==> config.mk <==
export PLATFORM = sky130hd
export DESIGN_NAME = cbc_sqrt
export DESIGN_NICKNAME = d
export VERILOG_FILES = /design/src/rtl/core/cbc_pkg.sv /design/src/rtl/core/cbc_sqrt.sv
export SDC_FILE = /design/constraint.sdc
export NUM_CORES = 2
export LEC_CHECK = 0
export BUFFER_PORTS_ARGS = -buffer_cell sky130_fd_sc_hd__buf_2
export CAP_MARGIN = 40
export CORE_MARGIN = 2
export CORE_UTILIZATION = 36
export DETAILED_ROUTE_END_ITERATION = 16
export PLACE_DENSITY_LB_ADDON = 0.15
export SYNTH_ARGS = -nofsm -noshare
export SYNTH_HDL_FRONTEND = slang
export SYNTH_SLANG_ARGS = --single-unit
export TNS_END_PERCENT = 20
==> constraint.sdc <==
create_clock -name clk -period 6.25 [get_ports clk]
set_input_delay 0.3125 -clock clk [delete_from_list [all_inputs] [get_ports clk]]
set_output_delay 0.3125 -clock clk [all_outputs]
set_load 0.1 [all_outputs]
==> src/rtl/core/cbc_pkg.sv <==
`timescale 1ns / 1ps
`default_nettype none
package cbc_pkg;

  localparam int POS_W  = 24;
  localparam int VEL_W  = 20;
  localparam int SIZE_W = 12;
  localparam int RAD_W  = 20;
  localparam int FRAC_W = 8;
  localparam int ACC_W  = 26;
  localparam int MAG_W  = 25;
  localparam int SQ_W   = 2 * MAG_W;
  localparam int D2_W   = 2 * RAD_W;
  localparam int ROOT_W = RAD_W;
  localparam int NUM_W  = 2 * RAD_W;
  localparam int SUM_W  = NUM_W + 2;

  typedef struct packed {
    logic signed [VEL_W-1:0] vx;
    logic signed [VEL_W-1:0] vy;
    logic                    sx;
    logic                    sy;
    logic                    hit;
    logic                    emb;
  } cbc_vel_t;

  typedef struct packed {
    cbc_vel_t           vel;
    logic [RAD_W-1:0]   mag_x;
    logic [RAD_W-1:0]   mag_y;
    logic [RAD_W-1:0]   radius;
  } cbc_geo_t;

endpackage
`default_nettype wire

==> src/rtl/core/cbc_sqrt.sv <==
`timescale 1ns / 1ps
`default_nettype none
module cbc_sqrt (
  input  logic                            clk,
  input  logic                            rst,
  input  logic                            en,
  input  logic                            in_valid,
  input  logic [cbc_pkg::D2_W-1:0]        x,
  input  cbc_pkg::cbc_geo_t               geo_in,
  output logic                            out_valid,
  output logic [cbc_pkg::ROOT_W-1:0]      root,
  output cbc_pkg::cbc_geo_t               geo_out
);
  import cbc_pkg::*;

  logic              v_q    [ROOT_W];
  logic [ROOT_W-1:0] root_q [ROOT_W];
  logic [D2_W-1:0]   rem_q  [ROOT_W];
  cbc_geo_t          geo_q  [ROOT_W];

  // one root bit per stage, most significant first
  for (genvar s = 0; s < ROOT_W; s++) begin : g_st
    localparam int K = ROOT_W - 1 - s;
    logic              v_i;
    logic [ROOT_W-1:0] root_i;
    logic [D2_W-1:0]   rem_i;
    cbc_geo_t          geo_i;
    logic [D2_W:0]     trial, diff;
    logic              ge;

    if (s == 0) begin : g_first
      assign v_i    = in_valid;
      assign root_i = '0;
      assign rem_i  = x;
      assign geo_i  = geo_in;
    end else begin : g_next
      assign v_i    = v_q[s-1];
      assign root_i = root_q[s-1];
      assign rem_i  = rem_q[s-1];
      assign geo_i  = geo_q[s-1];
    end

    assign trial = ({{(D2_W + 1 - ROOT_W){1'b0}}, root_i} << (K + 1))
                 + ({{D2_W{1'b0}}, 1'b1} << (2 * K));
    assign ge    = {1'b0, rem_i} >= trial;
    assign diff  = {1'b0, rem_i} - trial;

    always_ff @(posedge clk) begin
      if (rst) v_q[s] <= 1'b0;
      else if (en) v_q[s] <= v_i;
      if (en) begin
        root_q[s] <= ge ? (root_i | ({{(ROOT_W - 1){1'b0}}, 1'b1} << K)) : root_i;
        rem_q[s]  <= ge ? diff[D2_W-1:0] : rem_i;
        geo_q[s]  <= geo_i;
      end
    end
  end

  assign out_valid = v_q[ROOT_W-1];
  assign root      = root_q[ROOT_W-1];
  assign geo_out   = geo_q[ROOT_W-1];

endmodule
`default_nettype wire

==> results.ini <==
[sta]
rsz0062_at_grt=false
layout_min_cycle_time_ps=3730
skew_ps=48.8
min_period_over_period_pct=59.7
fmax_ghz=0.268
fin_ws_ps=2520
setup_tns_ps=0
slew-limit-headroom_pct=24.1
slew_viol_final=0
hold_slack_ps=127
setup_violations=0
hold_viol=0
worst_slew_pin_slew_ps=1140

[critical_path]
crit_buf_inv=1
crit_type=flop to flop
end_kind=flop
cp_data_arrival_time_ps=4330
worstPathRequired_ps=6840
cp_cell_sequence=inv_1 > ha_1 > or3_1 > o22ai_1 > o221ai_1 > o21ai_0 > a211oi_1 > a2111oi_2 > nand4_1 > xnor2_1
cp_max_fo=7
crit_family=compound AO/OA/AOI/OAI gates
startpoint_type=flop
critical-path-slowest-cell=a2111oi_2
slowest_delay_ps=780

[drt]
remaining_drc_errors=0
antenna_left=0
wl_per_cell_um=16.1
drt-initial-drc-count=3475
firstDrtPassIters=6
wl_um=172000
via_per_inst=4.56
num_vias=48800

[final_layout]
mostFrequentLayoutCells=3070 x edfxtp_1, 337 x clkbuf_16, 280 x inv_1, 273 x buf_2, 239 x nor2_1
final_cell_area_um2=128000
area_delta_synth_final_pct=17.5
fillers=26500
final_nets=6810
drive_above_1_share_pct=13.1
final_common_cell=edfxtp_1

[placement]
gp_congestion=0.861
portBuffers=272
dpl.hpwl_um=105000
placed_area_um2=116000
pre_cts_slack_ps=2560

[run_status]
status=finished, final reports clean

[clocking]
cts_buffers=334
cts-htree-levels=5
clkTransAtPathRegs_ps=60
post_cts_buffers=0
cts_buffer_depth=4
clockRootBuffer=clkbuf_16
cts.sinks=3070
insertion_delay_ps=880
cts_tree=done

[yosys]
syn_inst=5686
syn_nets=6060
synth-seq-cells=3070
synth_edf_count=3070
avgSynthCellArea_um2=19.2
synthFlopType=edfxtp_1
synth-seq-area-share_pct=84.5
ys_warn_count=0
syn_area_um2=109000
async_flop_share_pct=0
yosysUniqueCellTypes=82

[floorplanning]
initial_utilization_pct=36.1
rows=202
die_x_um=555
dieArea_um2=308000
io_pins=273
die_h_um=555
core_um2=302000

[global_routing]
grt_pass1_vias=49800
grt_usage_pct=11.0
antenna_found_initial=3
overflow=0
grt_pass1_wl_um=274000
grt_start_max_net_pins=210

[power_and_ir_drop]
fin_total_pwr_mw=48.2
leakagePower_nw=45.2
ir_worst_vdd_mv=0.239
powerDensity_nw_per_um2=376

[run]
cap_violations=0

[min_path]
hold_path.class=primary input to flop

## report_power, final
group          internal (mW)  switching, mW
logic                   1.40           2.31
registers               24.6          0.775
clock network           11.2           7.89
## flip-flops by register name (all words and copies together) (netlist names)
| signal | cells |
|---|---|
| geo_q | 2080 |
| root_q | 210 |
| v_q | 20 |
| rem_q | 760 |
## synthesized netlist by cell type, types with 32 or more instances
cell      number  share of area [%]
a21o_1        60               0.41
a21oi_1      201               0.92
clkbuf_1      50               0.17
edfxtp_1    3070                 84
ha_1         226                2.6
inv_1        280               0.96
mux2_2        45               0.46
nand2_1      198               0.68
nand2b_1      41               0.24
nand3_1       44               0.20
nand4_1       47               0.27
nor2_1       239               0.82
nor2b_1       32               0.18
nor3_1       102               0.47
nor4_1       101               0.58
o21a_1        54               0.37
o21ai_0      153               0.70
or3_1         48               0.28
or4_1         32               0.22
xnor2_1      162                1.3
xor2_1       151                1.2
## stage by stage
stage	util [%]	instances
CTS	42.4	10700
floorplan	-	5686
detailed placement	38.4	9930
finish	42.4	10700
global route	42.4	10700
global placement	38.3	9920
## worst reg2reg max path, delay by kind of cell, from the launching register on
kind                       cells  cell delay [ps]
buffers and inverters          1               70
xor gates and xnor gates       1              180
DFF                            1              360
and+or+nand+nor                2              560
adders and majority gates      1              240
AOI/OAI and AO/OA              5             2100
## repair_timing
| action | 4_1_cts | 5_1_grt |
|---|---|---|
| gates resized for setup | 0 | 0 |
| hold buffers | 148 | 0 |
| endpoints found under the hold margin | 155 | 0 |
| setup endpoints to repair | 0 | 0 |
## worst paths after layout
check	start	to	slack, ps	depth (start not counted)
setup reg to reg	root_q[15][5]	rem_q[8][33]	2520	10
hold / removal	geo_in[35]	geo_q[0][35]	130	2
hold reg to reg	geo_q[10][47]	geo_q[11][47]	370	0
setup / recovery	root_q[15][5]	rem_q[8][33]	2520	10
## logic make-up after synthesis
family,count (synthesis),share of synthesized area [%]
AOI/OAI and AO/OA,648,3.75
xor gates and xnor gates,313,2.51
adders and majority gates,226,2.59
buffers and inverters,347,1.21
DFF,3070,84.5
muxes,51,0.519
and+or+nand+nor,1031,4.96
## layer usage
metal	vias to the layer above	share of wire [%]	global-route usage, %
met5	-	0	0
met4	0	4.2	4.96
met3	427	4.3	2.04
met2	970	47	17.8
met1	23800	45	14.3
li1	23600	-	-
## area by class of cell
| class | count | area [um^2] | share of cell area, % |
|---|---|---|---|
| tap | 3978 | 4980 | 3.88 |
| clock inverter | 211 | 2120 | 1.65 |
| multi-input combinational | 2269 | 15700 | 12.2 |
| antenna | 3 | 7.51 | 0.00586 |
| inverter | 281 | 1050 | 0.823 |
| clock buffer | 396 | 8650 | 6.75 |
| timing repair buffer | 480 | 3550 | 2.77 |
| sequential | 3070 | 92200 | 71.9 |
(Power assumes the default switching activity.)
