--- config.mk ---
export PLATFORM = sky130hd
export DESIGN_NAME = cbc_front
export DESIGN_NICKNAME = d
export VERILOG_FILES = /design/src/rtl/core/cbc_pkg.sv /design/src/rtl/core/cbc_front.sv
export SDC_FILE = /design/constraint.sdc
export NUM_CORES = 2
export LEC_CHECK = 0
export ABC_AREA = 1
export BUFFER_PORTS_ARGS = -buffer_cell sky130_fd_sc_hd__buf_2
export CAP_MARGIN = 20
export CORE_MARGIN = 3
export CORE_UTILIZATION = 40
export DETAILED_ROUTE_END_ITERATION = 6
export PLACE_DENSITY_LB_ADDON = 0.08
export SLEW_MARGIN = 5
export SYNTH_ARGS = -nofsm -noshare
export SYNTH_HDL_FRONTEND = slang
export SYNTH_SLANG_ARGS = --single-unit
export TNS_END_PERCENT = 100
--- constraint.sdc ---
create_clock -name clk -period 8.3 [get_ports clk]
set_input_delay 0.415 -clock clk [delete_from_list [all_inputs] [get_ports clk]]
set_output_delay 0.415 -clock clk [all_outputs]
set_load 0.01 [all_outputs]
--- src/rtl/core/cbc_pkg.sv ---
`timescale 1ns / 1ps
`default_nettype none
package cbc_pkg;

  localparam int POS_W  = 24;
  localparam int VEL_W  = 20;
  localparam int SIZE_W = 12;
  localparam int RAD_W  = 20;
  localparam int FRAC_W = 8;
  localparam int ACC_W  = 26;
  localparam int MAG_W  = 25;
  localparam int SQ_W   = 2 * MAG_W;
  localparam int D2_W   = 2 * RAD_W;
  localparam int ROOT_W = RAD_W;
  localparam int NUM_W  = 2 * RAD_W;
  localparam int SUM_W  = NUM_W + 2;

  typedef struct packed {
    logic signed [VEL_W-1:0] vx;
    logic signed [VEL_W-1:0] vy;
    logic                    sx;
    logic                    sy;
    logic                    hit;
    logic                    emb;
  } cbc_vel_t;

  typedef struct packed {
    cbc_vel_t           vel;
    logic [RAD_W-1:0]   mag_x;
    logic [RAD_W-1:0]   mag_y;
    logic [RAD_W-1:0]   radius;
  } cbc_geo_t;

endpackage
`default_nettype wire

--- src/rtl/core/cbc_front.sv ---
`timescale 1ns / 1ps
`default_nettype none
module cbc_front (
  input  logic                                clk,
  input  logic                                rst,
  input  logic                                en,
  input  logic                                in_valid,
  input  logic signed [cbc_pkg::POS_W-1:0]    circle_x,
  input  logic signed [cbc_pkg::POS_W-1:0]    circle_y,
  input  logic signed [cbc_pkg::VEL_W-1:0]    vel_x,
  input  logic signed [cbc_pkg::VEL_W-1:0]    vel_y,
  input  logic        [cbc_pkg::SIZE_W-1:0]   circle_w,
  input  logic        [cbc_pkg::SIZE_W-1:0]   circle_h,
  input  logic signed [cbc_pkg::POS_W-1:0]    box_x,
  input  logic signed [cbc_pkg::POS_W-1:0]    box_y,
  input  logic        [cbc_pkg::SIZE_W-1:0]   box_w,
  input  logic        [cbc_pkg::SIZE_W-1:0]   box_h,
  input  logic        [cbc_pkg::RAD_W-1:0]    radius,
  output logic                                out_valid,
  output logic        [cbc_pkg::D2_W-1:0]     d2,
  output cbc_pkg::cbc_geo_t                   geo
);
  import cbc_pkg::*;

  localparam int PX = ACC_W - POS_W;
  localparam int VX = ACC_W - VEL_W;
  localparam int HX = ACC_W - SIZE_W + 1 - FRAC_W;
  localparam int BX = ACC_W - SIZE_W - FRAC_W;

  // stage 1: center and box edges
  logic                    v1;
  logic signed [ACC_W-1:0] pcx1, pcy1, lox1, hix1, loy1, hiy1;
  logic signed [VEL_W-1:0] vx1, vy1;
  logic [RAD_W-1:0]        r1;

  always_ff @(posedge clk) begin
    if (rst) v1 <= 1'b0;
    else if (en) v1 <= in_valid;
    if (en) begin
      pcx1 <= {{PX{circle_x[POS_W-1]}}, circle_x} + {{VX{vel_x[VEL_W-1]}}, vel_x}
            + $signed({{HX{1'b0}}, circle_w[SIZE_W-1:1], {FRAC_W{1'b0}}});
      pcy1 <= {{PX{circle_y[POS_W-1]}}, circle_y} + {{VX{vel_y[VEL_W-1]}}, vel_y}
            + $signed({{HX{1'b0}}, circle_h[SIZE_W-1:1], {FRAC_W{1'b0}}});
      lox1 <= {{PX{box_x[POS_W-1]}}, box_x};
      loy1 <= {{PX{box_y[POS_W-1]}}, box_y};
      hix1 <= {{PX{box_x[POS_W-1]}}, box_x} + $signed({{BX{1'b0}}, box_w, {FRAC_W{1'b0}}});
      hiy1 <= {{PX{box_y[POS_W-1]}}, box_y} + $signed({{BX{1'b0}}, box_h, {FRAC_W{1'b0}}});
      vx1  <= vel_x;
      vy1  <= vel_y;
      r1   <= radius;
    end
  end

  // stage 2: offset magnitude and sign to the clamped point
  logic                    v2, sx2, sy2;
  logic [MAG_W-1:0]        mx2, my2;
  logic signed [VEL_W-1:0] vx2, vy2;
  logic [RAD_W-1:0]        r2;
  logic                    ltx, gtx, lty, gty;
  logic signed [ACC_W-1:0] dlx, dhx, dly, dhy;

  assign ltx = pcx1 < lox1;
  assign gtx = pcx1 > hix1;
  assign lty = pcy1 < loy1;
  assign gty = pcy1 > hiy1;
  assign dlx = lox1 - pcx1;
  assign dhx = pcx1 - hix1;
  assign dly = loy1 - pcy1;
  assign dhy = pcy1 - hiy1;

  always_ff @(posedge clk) begin
    if (rst) v2 <= 1'b0;
    else if (en) v2 <= v1;
    if (en) begin
      mx2 <= ltx ? dlx[MAG_W-1:0] : (gtx ? dhx[MAG_W-1:0] : '0);
      my2 <= lty ? dly[MAG_W-1:0] : (gty ? dhy[MAG_W-1:0] : '0);
      sx2 <= gtx;
      sy2 <= gty;
      vx2 <= vx1;
      vy2 <= vy1;
      r2  <= r1;
    end
  end

  // stage 3: squares
  logic                    v3, sx3, sy3;
  logic [SQ_W-1:0]         sqx3, sqy3;
  logic [D2_W-1:0]         rsq3;
  logic [RAD_W-1:0]        mx3, my3, r3;
  logic signed [VEL_W-1:0] vx3, vy3;

  always_ff @(posedge clk) begin
    if (rst) v3 <= 1'b0;
    else if (en) v3 <= v2;
    if (en) begin
      sqx3 <= mx2 * mx2;
      sqy3 <= my2 * my2;
      rsq3 <= r2 * r2;
      mx3  <= mx2[RAD_W-1:0];
      my3  <= my2[RAD_W-1:0];
      sx3  <= sx2;
      sy3  <= sy2;
      vx3  <= vx2;
      vy3  <= vy2;
      r3   <= r2;
    end
  end

  // stage 4: squared distance against squared radius
  logic [SQ_W:0] dsum;
  logic          hit4;

  assign dsum = {1'b0, sqx3} + {1'b0, sqy3};
  assign hit4 = dsum < {{(SQ_W + 1 - D2_W){1'b0}}, rsq3};

  always_ff @(posedge clk) begin
    if (rst) out_valid <= 1'b0;
    else if (en) out_valid <= v3;
    if (en) begin
      d2            <= dsum[D2_W-1:0];
      geo.vel.vx    <= vx3;
      geo.vel.vy    <= vy3;
      geo.vel.sx    <= sx3;
      geo.vel.sy    <= sy3;
      geo.vel.hit   <= hit4;
      geo.vel.emb   <= hit4 && (dsum == '0);
      geo.mag_x     <= mx3;
      geo.mag_y     <= my3;
      geo.radius    <= r3;
    end
  end

endmodule
`default_nettype wire

==> metrics.md <==
| Metric | Value |
|---|---|
| Root Driver | `clkbuf_16` |
| I/O Pins | `roughly 350` |
| Top_reg_cell synth | `edfxtp_1` |
| Die area | `approximately 220000 um2` |
| Most frequent cells in the layout | `inv_1 (2747), nand2_1 (1782), fa_1 (1243)` |
| RD Place Congestion | `between 0.8 and 0.9` |
| CTS tree | `built` |
| Top cell by count, worst path | `fa_1` |
| Crit share post-route | `88.7%` |
| Minimum clock period | `between 7 and 8 ns` |
| Reg2reg end | `sqy3[42]$_DFFE_PP_` |
| Worst slew margin | `around 28%` |
| Max FO, Critical Path | `16` |
| Max Cap Violations | `0` |
| Initial Utilization | `40.5%` |
| R2R Setup Slk | `~0.93 ns` |
| Synth Area in XOR/XNOR | `3.42%` |
| Initial antenna violation count | `18` |
| RR Startpoint | `my2[7]$_DFFE_PP_` |
| Vias | `between 60000 and 70000` |
| Setup crit end kind | `flip-flop` |
| Aggregate global-route resource usage | `between 20% and 30%` |
| Worst slew pin tran | `1.09 ns` |
| First-pass GRT wire length | `about 360000 um` |
| Simple-Gate Fraction of Synth Area | `a little under an eighth` |
| Netlist cell types | `63` |
| Die height | `about 470 um` |
| Setup TNS | `0 ns` |
| Crit path DAT | `between 7 and 8 ns` |
| Post-CTS Setup Inserts | `0` |
| Cell Chain, Critical Path | `nand2_1 > fa_1 > inv_1 > fa_1 > inv_1 > fa_1 > inv_1 > fa_1 > fa_1 > fa_1 > inv_1 > fa_1 > inv_1 > ha_1 > nand2_1 > nor2_1 > nand2_1 > nor4_1 > a21oi_1 > o21ai_0 > a21oi_1 > xnor2_1` |
| Post-synth net total | `around 12000` |
| Type of the most critical hold path | `input port to flip-flop` |
| Min-Delay Endpoint | `pcx1[1]$_DFFE_PP_` |
| Min-Delay Path Depth | `3` |
| Die Wd | `~470 um` |
| Yosys reg bits | `690` |
| Synthesis-to-finish area growth | `10.7%` |
| Number of global-route vias before repair | `64900` |
| Clock Pin Slew Worst Setup and Hold Paths | `~0.060 ns` |
| Mux cell area share after synthesis | `0%` |
| DRC | `0` |
| Pin count of the biggest net entering global routing | `~150` |
| Async set or reset register ratio after synthesis | `0%` |
| Fin. Hold Viols | `0` |
| Most common cell after layout, fill and taps aside | `inv_1` |
| Core area | `211000 um2` |
| F_max | `between 100 and 150 MHz` |
| RSZ-0062 raised after global routing | `no` |
| R2R depth | `22` |
| Slowest CP cell | `edfxtp_1` |
| Status | `finished, final reports clean` |
| Drt pass-1 iters | `6` |
| Cts-stage hold buffer count | `114` |
| Worst setup SP type | `flip-flop` |
| Hold Crit Start | `circle_x[1]` |
| Synth warn | `0` |
| Largest delay contributor family on the critical path | `adder cells` |
| CP bufs+invs | `5` |
| Skew final | `0.0523 ns` |
| CTS max path bufs | `3` |
| Number of nets in the layout | `~12000` |
| Routed len/inst | `between 15 and 20 um` |
| Compound-Gate Fraction of Synth Area | `5.94%` |
| Synth Instances | `approximately 9500` |
| CTS Buf Count | `80` |
| IO buf count | `350` |
| DP Wirelength | `between 150000 and 200000 um` |
| Final setup fails | `0` |
| Seq/Total Area, Yosys | `about a quarter` |
| Max incr delay on CP | `approximately 1.1 ns` |
| Vias/cell | `4.73` |
| Congestion Overflow GR | `0` |
| Slew Viols, Final | `0` |
| WL final | `approximately 230000 um` |
| Largest family of logic cells by synthesized area | `adder cells` |
| Share of layout cells above drive strength 1 | `6.25%` |
| Final ANT Viol Nets | `0` |
| Syn Area/Cell | `around 9 um2` |
| EDFF count, synth | `686` |
| Worst Setup Path Type | `flip-flop to flip-flop` |
| Initial DRC count | `3472` |
| Sink Count | `around 700` |
| Htree depth | `3` |
| Fill count | `20900` |
| Req. time, crit path | `8.75 ns` |
| Clk_lat worst skew | `between 0.7 and 0.8 ns` |
| Adder-cell share of the synthesized area | `41.5%` |
| Synthesized area | `around 85000 um2` |
| Cell Rows | `between 150 and 200` |
| # resized after CTS | `0` |
[layer usage]
metal / vias to the layer above / wire, um / global-route usage [%]
met2: 1036 / 106000 / 34.9
met1: 29800 / 106000 / 29.8
li1: 29600 / - / -
met4: 8 / 6250 / 5.68
met5: - / 42 / 0
met3: 239 / 8210 / 2.16
[logic make-up after synthesis]
| group | after synthesis |
|---|---|
| buffers and inverters | 2953 |
| and+or+nand+nor | 2532 |
| adders and majority gates | 2087 |
| AOI/OAI and AO/OA | 897 |
| DFF | 690 |
| xor gates and xnor gates | 334 |
[worst reg2reg max path, cell delays in order, from the launching register on]
cell and delay (ns):
edfxtp_1 1.06, nand2_1 0.27, fa_1 0.58, inv_1 0.05
fa_1 0.50, inv_1 0.05, fa_1 0.53, inv_1 0.05
fa_1 0.51, fa_1 0.47, fa_1 0.53, inv_1 0.06
fa_1 0.48, inv_1 0.05, ha_1 0.38, nand2_1 0.12
nor2_1 0.25, nand2_1 0.11, nor4_1 0.19, a21oi_1 0.19
o21ai_0 0.42, a21oi_1 0.17, xnor2_1 0.15
[worst max path at each step]
stage / startpoint / to / cells after the start
6_report: my2[7]$_DFFE_PP_ / sqy3[42]$_DFFE_PP_ / 22
5_1_grt: my2[8]$_DFFE_PP_ / sqy3[42]$_DFFE_PP_ / 24
4_1_cts: my2[9]$_DFFE_PP_ / sqy3[42]$_DFFE_PP_ / 23
3_5_place_dp: my2[12]$_DFFE_PP_ / sqy3[42]$_DFFE_PP_ / 24
3_3_place_gp: my2[7]$_DFFE_PP_ / sqy3[42]$_DFFE_PP_ / 22
2_1_floorplan: mx2[14]$_DFFE_PP_ / sqx3[41]$_DFFE_PP_ / 28
[sequential cells by signal, indices dropped and copies added, names as in the netlist, 17 cells and up]
signal / cells
vx1: 20
vx3: 20
vy3: 20
mx3: 19
vy1: 20
my2: 25
rsq3: 39
d2: 40
vx2: 20
loy1: 24
r1: 20
r3: 19
hix1: 17
mx2: 25
sqy3: 49
vy2: 20
my3: 19
geo: 104
hiy1: 17
r2: 20
sqx3: 49
pcy1: 26
pcx1: 26
lox1: 24
[layout make-up]
type                            count  area, um2  area share [%]
Multi-Input combinational cell   5850      53500            56.6
Sequential cell                   690      20700            21.9
Clock buffer                       92       2070            2.19
Antenna cell                       13       32.5          0.0344
Tap cell                         2805       3510            3.71
Timing Repair Buffer              562       3690            3.90
Inverter                         2755      10300            10.9
Clock inverter                     55        702           0.742
[cell usage after synthesis (all sizes together) (3+ instances only)]
library cell,instances,area (um2)
a21o,28,210
o21a,31,233
ha,844,10600
a21oi,460,2340
a221oi,5,50.0
o21bai,26,210
fa,1243,24900
nand3,178,896
and2,4,25.0
o31ai,7,52.6
nor2,428,1610
a31oi,44,275
a21boi,15,113
nor4,18,113
xor2,213,1870
buf,27,196
nand2,1796,6810
o211ai,17,133
nand4,40,250
inv,2755,10300
o221ai,10,93.8
nand3b,9,67.6
xnor2,121,1060
and3,3,18.8
nor3,45,230
o21ai,237,1230
a211oi,10,75.1
edfxtp,686,20600
dfxtp,4,80.1
clkbuf,171,646
or2,8,52.6
[through the flow]
step / worst slack, ns / util (%) / hold WS [ns] / instance area, um2 / std cells
2_1_floorplan: 1.77 / - / 0.400 / 85400 / 9493
3_3_place_gp: 0.896 / 42.9 / 0.401 / 90600 / 12500
3_5_place_dp: 0.846 / 42.9 / 0.405 / 90600 / 12500
4_1_cts: 0.880 / 44.8 / 0.0416 / 94500 / 12800
5_1_grt: 0.545 / 44.8 / 0.104 / 94600 / 12800
6_report: 0.934 / 44.8 / 0.115 / 94600 / 12800
Power is left out: the tool's default activity adds up to more than one toggle a clock period on the data nets, which glitch-free logic cannot reach.
